## src/rtl/core/orp_trimmed_mean_converter_unit_macros.svh

```systemverilog
// Assertion macros used by the converter's top-level RTL file.
// Each macro expects signals named clk and rst_n in the using scope.
`ifndef ORP_TRIMMED_MEAN_CONVERTER_UNIT_MACROS_SVH
`define ORP_TRIMMED_MEAN_CONVERTER_UNIT_MACROS_SVH

// The consequent must hold in the same cycle as the antecedent.
`define TMC_ASSERT_SAME(label, ante, cons, msg) \
    label: assert property (@(posedge clk) disable iff (!rst_n) (ante) |-> (cons)) \
        else $error(msg);

// The consequent must hold in the cycle after the antecedent.
`define TMC_ASSERT_NEXT(label, ante, cons, msg) \
    label: assert property (@(posedge clk) disable iff (!rst_n) (ante) |=> (cons)) \
        else $error(msg);

`endif

```

## src/rtl/core/tmc_pkg.sv

```systemverilog
package tmc_pkg;

    // Conversion constants, in whole millivolts, converter codes or bit counts.
    localparam int REF_MV        = 5000;
    localparam int REF_MV_BITS   = 13;
    localparam int ZERO_POINT_MV = 2000;
    localparam int FS_SHIFT      = 10;
    localparam int OFFSET_BITS   = 12;
    localparam int ORP_BITS      = 14;
    localparam int OUT_MIN       = -8192;
    localparam int OUT_MAX       = 8191;

    typedef enum logic [4:0] {
        ST_IDLE = 5'b00001,
        ST_SCAN = 5'b00010,
        ST_TRIM = 5'b00100,
        ST_MUL  = 5'b01000,
        ST_DIV  = 5'b10000
    } tmc_state_t;

    // Control from the sequencer to the scan accumulator.
    typedef struct packed {
        logic clear;
        logic take;
    } scan_ctl_t;

endpackage

```

## src/rtl/core/orp_trimmed_mean_converter_unit.sv

```systemverilog
// ORP trimmed-mean converter. Each accepted sample is written into a ring of
// DEPTH entries (all zero after reset), then the whole ring is read back one
// entry per cycle to form its sum, minimum and maximum; the trimmed sum is
// scaled by 5000, shifted down by 10 and divided by DEPTH-2 through a multiply
// by its reciprocal, and the result is 2000 minus that quotient minus the
// offset, in millivolts, saturated to 14 bits. A new sample is accepted only
// once the previous result has been moved into the output register, so the
// block does not take a sample while another is in flight. The ring is scanned
// through its single read port. in_ready is high only while the block is idle
// and no finished result is pending; a finished result waits until the output
// register is free and holds off the next sample until then.
// The offset is applied when a result is formed, so write it through
// cfg_valid/cfg_data only while no item is in flight.
`include "orp_trimmed_mean_converter_unit_macros.svh"

module orp_trimmed_mean_converter_unit #(
    parameter int DEPTH       = 40,
    parameter int SAMPLE_BITS = 10
) (
    input  logic                                  clk,
    input  logic                                  rst_n,
    input  logic                                  in_valid,
    output logic                                  in_ready,
    input  logic [SAMPLE_BITS-1:0]                sample,
    output logic                                  out_valid,
    input  logic                                  out_ready,
    output logic signed [tmc_pkg::ORP_BITS-1:0]   orp_mv,
    input  logic                                  cfg_valid,
    output logic                                  cfg_ready,
    input  logic signed [tmc_pkg::OFFSET_BITS-1:0] cfg_data
);

    localparam int AW = $clog2(DEPTH);
    localparam int CW = $clog2(DEPTH + 1);
    localparam int SW = SAMPLE_BITS + CW;
    localparam int PW = SW + tmc_pkg::REF_MV_BITS;
    localparam int NW = PW - tmc_pkg::FS_SHIFT;
    localparam int RW = NW + 3;

    tmc_pkg::tmc_state_t state_reg;
    tmc_pkg::tmc_state_t state_next;

    logic [AW-1:0]                         wptr_reg;
    logic [CW-1:0]                         cnt_reg;
    logic                                  take_reg;
    logic signed [tmc_pkg::OFFSET_BITS-1:0] offset_reg;
    logic [SW-1:0]                         trim_reg;
    logic                                  out_valid_reg;
    logic signed [tmc_pkg::ORP_BITS-1:0]   orp_reg;
    logic                                  pending_reg;

    logic                   accept;
    logic                   rd_en;
    logic [SAMPLE_BITS-1:0] rd_data;
    tmc_pkg::scan_ctl_t     scan_ctl;
    logic [SW-1:0]          sum;
    logic [SAMPLE_BITS-1:0] min_val;
    logic [SAMPLE_BITS-1:0] max_val;
    logic [PW-1:0]          product;
    logic                   div_start;
    logic                   div_done;
    logic [NW-1:0]          quotient;
    logic signed [RW-1:0]   mv;
    logic signed [tmc_pkg::ORP_BITS-1:0] mv_sat;
    logic                   load_out;

    assign accept    = in_valid && in_ready;
    assign in_ready  = (state_reg == tmc_pkg::ST_IDLE) && !pending_reg;
    assign cfg_ready = 1'b1;
    assign rd_en     = (state_reg == tmc_pkg::ST_SCAN) && (cnt_reg != CW'(DEPTH));

    tmc_ring #(
        .DEPTH       (DEPTH),
        .SAMPLE_BITS (SAMPLE_BITS)
    ) u_ring (
        .clk     (clk),
        .rst_n   (rst_n),
        .wr_en   (accept),
        .wr_addr (wptr_reg),
        .wr_data (sample),
        .rd_en   (rd_en),
        .rd_addr (cnt_reg[AW-1:0]),
        .rd_data (rd_data)
    );

    assign scan_ctl.clear = accept;
    assign scan_ctl.take  = take_reg;

    tmc_scan #(
        .SAMPLE_BITS (SAMPLE_BITS),
        .SUM_BITS    (SW)
    ) u_scan (
        .clk     (clk),
        .ctl     (scan_ctl),
        .value   (rd_data),
        .sum     (sum),
        .min_val (min_val),
        .max_val (max_val)
    );

    // The scale by 5000 feeds the divider's dividend register directly.
    assign product   = PW'(trim_reg) * PW'(tmc_pkg::REF_MV);
    assign div_start = (state_reg == tmc_pkg::ST_MUL);

    tmc_divider #(
        .NUM_BITS (NW),
        .DIVISOR  (DEPTH - 2)
    ) u_div (
        .clk      (clk),
        .rst_n    (rst_n),
        .start    (div_start),
        .dividend (product[PW-1:tmc_pkg::FS_SHIFT]),
        .done     (div_done),
        .quotient (quotient)
    );

    always_comb
    begin
        mv = RW'(tmc_pkg::ZERO_POINT_MV) - signed'(RW'(quotient)) - RW'(offset_reg);
        if (mv < RW'(tmc_pkg::OUT_MIN))
        begin
            mv_sat = tmc_pkg::ORP_BITS'(tmc_pkg::OUT_MIN);
        end
        else if (mv > RW'(tmc_pkg::OUT_MAX))
        begin
            mv_sat = tmc_pkg::ORP_BITS'(tmc_pkg::OUT_MAX);
        end
        else
        begin
            mv_sat = mv[tmc_pkg::ORP_BITS-1:0];
        end
    end

    // A finished quotient is moved to the output register once it is free.
    assign load_out = pending_reg && (!out_valid_reg || out_ready);

    always_comb
    begin
        state_next = state_reg;
        unique case (state_reg)
            tmc_pkg::ST_IDLE:
            begin
                if (accept)
                begin
                    state_next = tmc_pkg::ST_SCAN;
                end
            end
            tmc_pkg::ST_SCAN:
            begin
                if (cnt_reg == CW'(DEPTH))
                begin
                    state_next = tmc_pkg::ST_TRIM;
                end
            end
            tmc_pkg::ST_TRIM:
            begin
                state_next = tmc_pkg::ST_MUL;
            end
            tmc_pkg::ST_MUL:
            begin
                state_next = tmc_pkg::ST_DIV;
            end
            tmc_pkg::ST_DIV:
            begin
                if (div_done)
                begin
                    state_next = tmc_pkg::ST_IDLE;
                end
            end
            default:
            begin
                state_next = tmc_pkg::ST_IDLE;
            end
        endcase
    end

    always_ff @(posedge clk)
    begin
        if (state_reg == tmc_pkg::ST_TRIM)
        begin
            trim_reg <= sum - SW'(min_val) - SW'(max_val);
        end
        if (load_out)
        begin
            orp_reg <= mv_sat;
        end
    end

    always_ff @(posedge clk or negedge rst_n)
    begin
        if (!rst_n)
        begin
            state_reg     <= tmc_pkg::ST_IDLE;
            wptr_reg      <= '0;
            cnt_reg       <= '0;
            take_reg      <= 1'b0;
            offset_reg    <= '0;
            out_valid_reg <= 1'b0;
            pending_reg   <= 1'b0;
        end
        else
        begin
            state_reg <= state_next;
            take_reg  <= rd_en;
            if (cfg_valid && cfg_ready)
            begin
                offset_reg <= cfg_data;
            end
            if (accept)
            begin
                wptr_reg <= (wptr_reg == AW'(DEPTH - 1)) ? '0 : wptr_reg + 1'b1;
                cnt_reg  <= '0;
            end
            else if (rd_en)
            begin
                cnt_reg <= cnt_reg + 1'b1;
            end
            if ((state_reg == tmc_pkg::ST_DIV) && div_done)
            begin
                pending_reg <= 1'b1;
            end
            else if (load_out)
            begin
                pending_reg <= 1'b0;
            end
            if (load_out)
            begin
                out_valid_reg <= 1'b1;
            end
            else if (out_ready)
            begin
                out_valid_reg <= 1'b0;
            end
        end
    end

    assign out_valid = out_valid_reg;
    assign orp_mv    = orp_reg;

    `TMC_ASSERT_SAME(a_min_le_max, state_reg == tmc_pkg::ST_TRIM,
        min_val <= max_val, "scan produced minimum above maximum")
    `TMC_ASSERT_SAME(a_sum_covers, state_reg == tmc_pkg::ST_TRIM,
        sum >= SW'(min_val) + SW'(max_val), "sum smaller than minimum plus maximum")
    `TMC_ASSERT_SAME(a_done_in_div, div_done,
        state_reg == tmc_pkg::ST_DIV, "divider finished outside the divide phase")
    `TMC_ASSERT_NEXT(a_load_shows, load_out,
        out_valid_reg && !pending_reg, "loaded result not offered")
    `TMC_ASSERT_SAME(a_scan_bound, state_reg == tmc_pkg::ST_SCAN,
        cnt_reg <= CW'(DEPTH), "scan address past the ring")

endmodule

```

## src/rtl/core/tmc_ring.sv

```systemverilog
module tmc_ring #(
    parameter int DEPTH       = 40,
    parameter int SAMPLE_BITS = 10
) (
    input  logic                       clk,
    input  logic                       rst_n,
    input  logic                       wr_en,
    input  logic [$clog2(DEPTH)-1:0]   wr_addr,
    input  logic [SAMPLE_BITS-1:0]     wr_data,
    input  logic                       rd_en,
    input  logic [$clog2(DEPTH)-1:0]   rd_addr,
    output logic [SAMPLE_BITS-1:0]     rd_data
);

    logic [SAMPLE_BITS-1:0] mem [DEPTH];
    logic [DEPTH-1:0]       valid_reg;
    logic [SAMPLE_BITS-1:0] rd_q_reg;
    logic                   rd_valid_reg;

    always_ff @(posedge clk)
    begin
        if (wr_en)
        begin
            mem[wr_addr] <= wr_data;
        end
        if (rd_en)
        begin
            rd_q_reg <= mem[rd_addr];
        end
    end

    // An entry never written since reset reads as zero.
    always_ff @(posedge clk or negedge rst_n)
    begin
        if (!rst_n)
        begin
            valid_reg    <= '0;
            rd_valid_reg <= 1'b0;
        end
        else
        begin
            if (wr_en)
            begin
                valid_reg[wr_addr] <= 1'b1;
            end
            if (rd_en)
            begin
                rd_valid_reg <= valid_reg[rd_addr];
            end
        end
    end

    assign rd_data = rd_valid_reg ? rd_q_reg : '0;

endmodule

```

## src/rtl/core/tmc_scan.sv

```systemverilog
module tmc_scan #(
    parameter int SAMPLE_BITS = 10,
    parameter int SUM_BITS    = 16
) (
    input  logic                   clk,
    input  tmc_pkg::scan_ctl_t     ctl,
    input  logic [SAMPLE_BITS-1:0] value,
    output logic [SUM_BITS-1:0]    sum,
    output logic [SAMPLE_BITS-1:0] min_val,
    output logic [SAMPLE_BITS-1:0] max_val
);

    logic [SUM_BITS-1:0]    sum_reg;
    logic [SAMPLE_BITS-1:0] min_reg;
    logic [SAMPLE_BITS-1:0] max_reg;

    always_ff @(posedge clk)
    begin
        if (ctl.clear)
        begin
            sum_reg <= '0;
            min_reg <= '1;
            max_reg <= '0;
        end
        else if (ctl.take)
        begin
            sum_reg <= sum_reg + SUM_BITS'(value);
            if (value < min_reg)
            begin
                min_reg <= value;
            end
            if (value > max_reg)
            begin
                max_reg <= value;
            end
        end
    end

    assign sum     = sum_reg;
    assign min_val = min_reg;
    assign max_val = max_reg;

endmodule

```

## src/rtl/core/tmc_divider.sv

```systemverilog
module tmc_divider #(
    parameter int NUM_BITS = 19,
    parameter int DIVISOR  = 38
) (
    input  logic                clk,
    input  logic                rst_n,
    input  logic                start,
    input  logic [NUM_BITS-1:0] dividend,
    output logic                done,
    output logic [NUM_BITS-1:0] quotient
);

    localparam int SHIFT  = NUM_BITS + $clog2(DIVISOR);
    localparam int M_BITS = NUM_BITS + 1;
    localparam int P_BITS = NUM_BITS + M_BITS;
    localparam logic [63:0] RECIP_FULL =
        ((64'd1 << SHIFT) + 64'(DIVISOR) - 64'd1) / 64'(DIVISOR);
    localparam logic [M_BITS-1:0] RECIP = RECIP_FULL[M_BITS-1:0];

    logic [NUM_BITS-1:0] dvd_reg;
    logic [NUM_BITS-1:0] quo_reg;
    logic [P_BITS-1:0]   prod;
    logic                mul_reg;
    logic                done_reg;

    // Division by a constant: multiply by the rounded-up reciprocal and keep the
    // high bits. The rounding error stays below one step of the quotient for
    // every dividend of NUM_BITS bits, so the result is the exact floor.
    assign prod = P_BITS'(dvd_reg) * P_BITS'(RECIP);

    always_ff @(posedge clk)
    begin
        if (start)
        begin
            dvd_reg <= dividend;
        end
        if (mul_reg)
        begin
            quo_reg <= NUM_BITS'(prod >> SHIFT);
        end
    end

    always_ff @(posedge clk or negedge rst_n)
    begin
        if (!rst_n)
        begin
            mul_reg  <= 1'b0;
            done_reg <= 1'b0;
        end
        else
        begin
            mul_reg  <= start;
            done_reg <= mul_reg;
        end
    end

    assign done     = done_reg;
    assign quotient = quo_reg;

endmodule
```

## config.mk

```make
export PLATFORM = sky130hd
export DESIGN_NAME = orp_trimmed_mean_converter_unit
export DESIGN_NICKNAME = d
export VERILOG_FILES = /design/src/rtl/core/tmc_pkg.sv /design/src/rtl/core/orp_trimmed_mean_converter_unit.sv /design/src/rtl/core/tmc_ring.sv /design/src/rtl/core/tmc_scan.sv /design/src/rtl/core/tmc_divider.sv
export VERILOG_INCLUDE_DIRS = /design/src /design/src/rtl/core
export SDC_FILE = /design/constraint.sdc
export NUM_CORES = 1
export LEC_CHECK = 0
export ABC_CLOCK_PERIOD_IN_PS = 6950
export BUFFER_PORTS_ARGS = -buffer_cell sky130_fd_sc_hd__buf_2
export CORE_MARGIN = 8
export CORE_UTILIZATION = 64
export DETAILED_ROUTE_END_ITERATION = 10
export MAX_ROUTING_LAYER = met4
export PLACE_DENSITY = 0.81
export SYNTH_ARGS = -nofsm -noshare
export SYNTH_HDL_FRONTEND = slang
export SYNTH_SLANG_ARGS = --single-unit
```

## constraint.sdc

```tcl
create_clock -name clk -period 6.95 [get_ports clk]
set_clock_uncertainty 0.2 [all_clocks]
set_input_delay 0.695 -clock clk [delete_from_list [all_inputs] [get_ports clk]]
set_output_delay 0.695 -clock clk [all_outputs]
set_load 0.1 [all_outputs]
```

==> results.sh <==
export IMPL_clockBufferDepth=3
export IMPL_r2r_slack_ns=0.81
export IMPL_place_area_mm2=0.0334
export IMPL_synth_seq_cells=584
export IMPL_synth_flop_cell="edfxtp_1"
export IMPL_path_buf_inv=2
export IMPL_met1_usage=0.331
export IMPL_min_period_over_period=0.883
export IMPL_start_util=0.649
export IMPL_grt_overflow_total=0
export IMPL_num_rows=82
export IMPL_maxCapViolCount=0
export IMPL_synth_cell_types=66
export IMPL_hp_class="primary input to flop"
export IMPL_slew_viol_final=0
export IMPL_grt_pass1_wl_mm=116
export IMPL_io_pins=44
export IMPL_cts_setup_buffers=0
export IMPL_dieArea_mm2=0.0583
export IMPL_fmax_ghz=0.163
export IMPL_place_congestion=0.926
export IMPL_cts_resized=0
export IMPL_route_detailed_drc=0
export IMPL_hold_violations=0
export IMPL_die_w_um=242
export IMPL_vias=19100
export IMPL_utilization=0.705
export IMPL_syn_num_nets=2767
export IMPL_drive_gt1_frac=0.138
export IMPL_p_sw_mw=4.90
export IMPL_r2r_cells=17
export IMPL_busiest_layer="met2"
export IMPL_critPathMaxStageDelay_ns=0.63
export IMPL_io_buffers=42
export IMPL_gr_usage_met2=0.433
export IMPL_nNetsFinal=2821
export IMPL_power_density_mw_per_mm2=385
export IMPL_cp_start_kind="flop"
export IMPL_final_seq_area_mm2=0.0168
export IMPL_crit_slowest_cell="fa_1"
export IMPL_cts_buffers=57
export IMPL_relSlewSlack=0.0392
export IMPL_core_mm2=0.0502
export IMPL_vias_per_cell=6.19
export IMPL_startpoint="u_div.dvd_reg[7]"
export IMPL_crit_path_end_kind="flop"
export IMPL_grt_max_degree=61
export IMPL_tightest_slew_ns=1.44
export IMPL_hold_slack_ns=0.0775
export IMPL_p_leak_nw=14.3
export IMPL_syn_area_per_cell_um2=14.1
export IMPL_path_class="flop to flop"
export IMPL_synth_top_cells_by_area="edfxtp_1 (44%), ha_1 (10%), fa_1 (10%)"
export IMPL_cp_top_family="adder cells"
export IMPL_min_delay_worst_endpoint="offset_reg[6]"
export IMPL_hpwl_mm=49.5
export IMPL_finalInstanceArea_mm2=0.0354
export IMPL_fillers=3166
export IMPL_firstDrtPassIters=5
export IMPL_r2r_end="u_div.quotient[12]"
export IMPL_yosysSeqAreaShare=0.516
export IMPL_grt_total_usage=0.262
export IMPL_antenna_found_initial=2
export IMPL_grtUsageMet3=0.0433
export IMPL_synth_top_area_frac=0.436
export IMPL_hp_start="cfg_data[6]"
export IMPL_wl_per_cell_um=24.1
export IMPL_synth_largest_area_cell="edfxtp_1"
export IMPL_r2r_start="u_div.dvd_reg[7]"
export IMPL_cp_required_ns=7.19
export IMPL_crit_path_cell_trace="fa_1, fa_1, fa_1, fa_1, fa_1, inv_1, fa_1, inv_1, ha_1, a21oi_1, nand2b_1, a211o_1, o21a_1, o21ai_1, a21o_1, nand2_1, o311ai_1"
export IMPL_cts_tree="done"
export IMPL_place_ws_ns=0.783
export IMPL_ant_nets=0
export IMPL_cts_sink_count=584
export IMPL_seqPwrFrac=0.335
export IMPL_holdPathStages=3
export IMPL_status="finished clean"
export IMPL_clkPwrFrac=0.237
export IMPL_netlist_area_mm2=0.0326
export IMPL_clkTransAtPathRegs_ns=0.08
export IMPL_fin_ws_ns=0.813
export IMPL_die_height_um=242
export IMPL_htreeDepth=2
export IMPL_ir_drop_uv=310
export IMPL_switching_share=0.359
export IMPL_crit_top_cell="fa_1"
export IMPL_intPower_mw=8.74
export IMPL_grt_pass1_vias=20100
export IMPL_areaGrowthSynthToFinish_pct=8.72
export IMPL_rsz0062_at_grt="no"
export IMPL_pwr_share_comb=0.428
export IMPL_async_flop_share=0.128
export IMPL_insertion_delay_ns=0.63
export IMPL_synth_cells=2303
export IMPL_synth_edff_count=473
export IMPL_setup_viol=0
export IMPL_wirelength_mm=74.4
export IMPL_multiInputGateArea_mm2=0.0142
export IMPL_crit_path_max_fanout=8
export IMPL_largest_reg_flops=400
export IMPL_min_period_ns=6.14
export IMPL_arrival_ns=6.38
export IMPL_ctsRootBufferMaster="clkbuf_16"
export IMPL_drt_iter0_markers=1744
export IMPL_fin_setup_tns_ns=0
export IMPL_yosys_warnings=0
stage by stage:
step / power, mW / std cells
2_1_floorplan: 8.99 / 2303
3_3_place_gp: 10.1 / 2969
3_5_place_dp: 10.3 / 2969
4_1_cts: 13.7 / 3078
5_1_grt: 14.5 / 3079
6_report: 13.6 / 3080
cells by family after synthesis:
kind of cell             synth area share
AND/OR/NAND/NOR                    0.0556
adder cells (fa/ha/maj)             0.206
flip-flops                          0.516
buffers and inverters              0.0485
AO/OA/AOI/OAI                      0.0516
other                            0.000115
multiplexers                        0.100
XOR/XNOR                           0.0220
layout by cell type, fill, tap and decap left out, drive strengths merged, types with 66 or more instances in the layout:
| cell type | n |
|---|---|
| ha | 272 |
| edfxtp | 473 |
| o21ai | 66 |
| nand2 | 87 |
| inv | 343 |
| dfrtp | 74 |
| a21oi | 95 |
| nor2 | 102 |
| fa | 165 |
| clkbuf | 68 |
| mux4 | 132 |
how the worst max path moves through the flow:
stage / end / slack, ns / cells past startpoint
global route: u_div.quotient[12] / 0.51 / 19
floorplan: u_div.quotient[12] / 1.27 / 19
global placement: u_div.quotient[12] / 0.92 / 19
CTS: u_div.quotient[12] / 0.82 / 19
finish: u_div.quotient[12] / 0.81 / 17
detailed placement: u_div.quotient[12] / 0.78 / 19
tightest hold or removal path, cell delays in order:
cell and delay, ns:
buf_2 0.07, nand2_1 0.04, o21ai_0 0.06
Yosys cell counts, drive strengths merged, types with 19 or more instances:
library cell  count
a21o             24
o21ai            66
buf              29
nand3            27
nor2b            21
xnor2            52
fa              165
dfrtp            74
clkbuf           30
dfxtp            36
a21oi            95
nand2            87
nor2            102
mux2i            27
nor3             19
ha              272
mux4            132
xor2             29
edfxtp          473
inv             339
or2              41
layer usage:
layer	share of wire	vias to the layer above	wire, um
met2	0.50	845	37500
li1	-	8374	-
met4	0.034	0	2550
met5	0	-	0
met3	0.070	181	5220
met1	0.39	9657	29100
power by group through the flow:
stage	combinational, mW	sequential (mW)	clock [mW]
finish	5.84	4.57	3.23
global route	6.51	4.60	3.39
CTS	5.83	4.56	3.26
detailed placement	5.72	4.62	0
global placement	5.51	4.60	0
floorplan	4.50	4.49	0
repair_timing:
action / in CTS / in global routing
hold buffers: 1 / 0
endpoints found under the setup margin: 0 / 0
hold endpoints to repair: 16 / 0
layout make-up:
cell class | count | area share
diodes | 2 | 0.000141
clock inverters | 40 | 0.0125
flip-flops and latches | 584 | 0.475
clock buffers | 68 | 0.0429
repair buffers | 54 | 0.00898
inverters | 339 | 0.0360
multi-input cells | 1321 | 0.401
well taps | 672 | 0.0238
(Power assumes the default switching activity.)
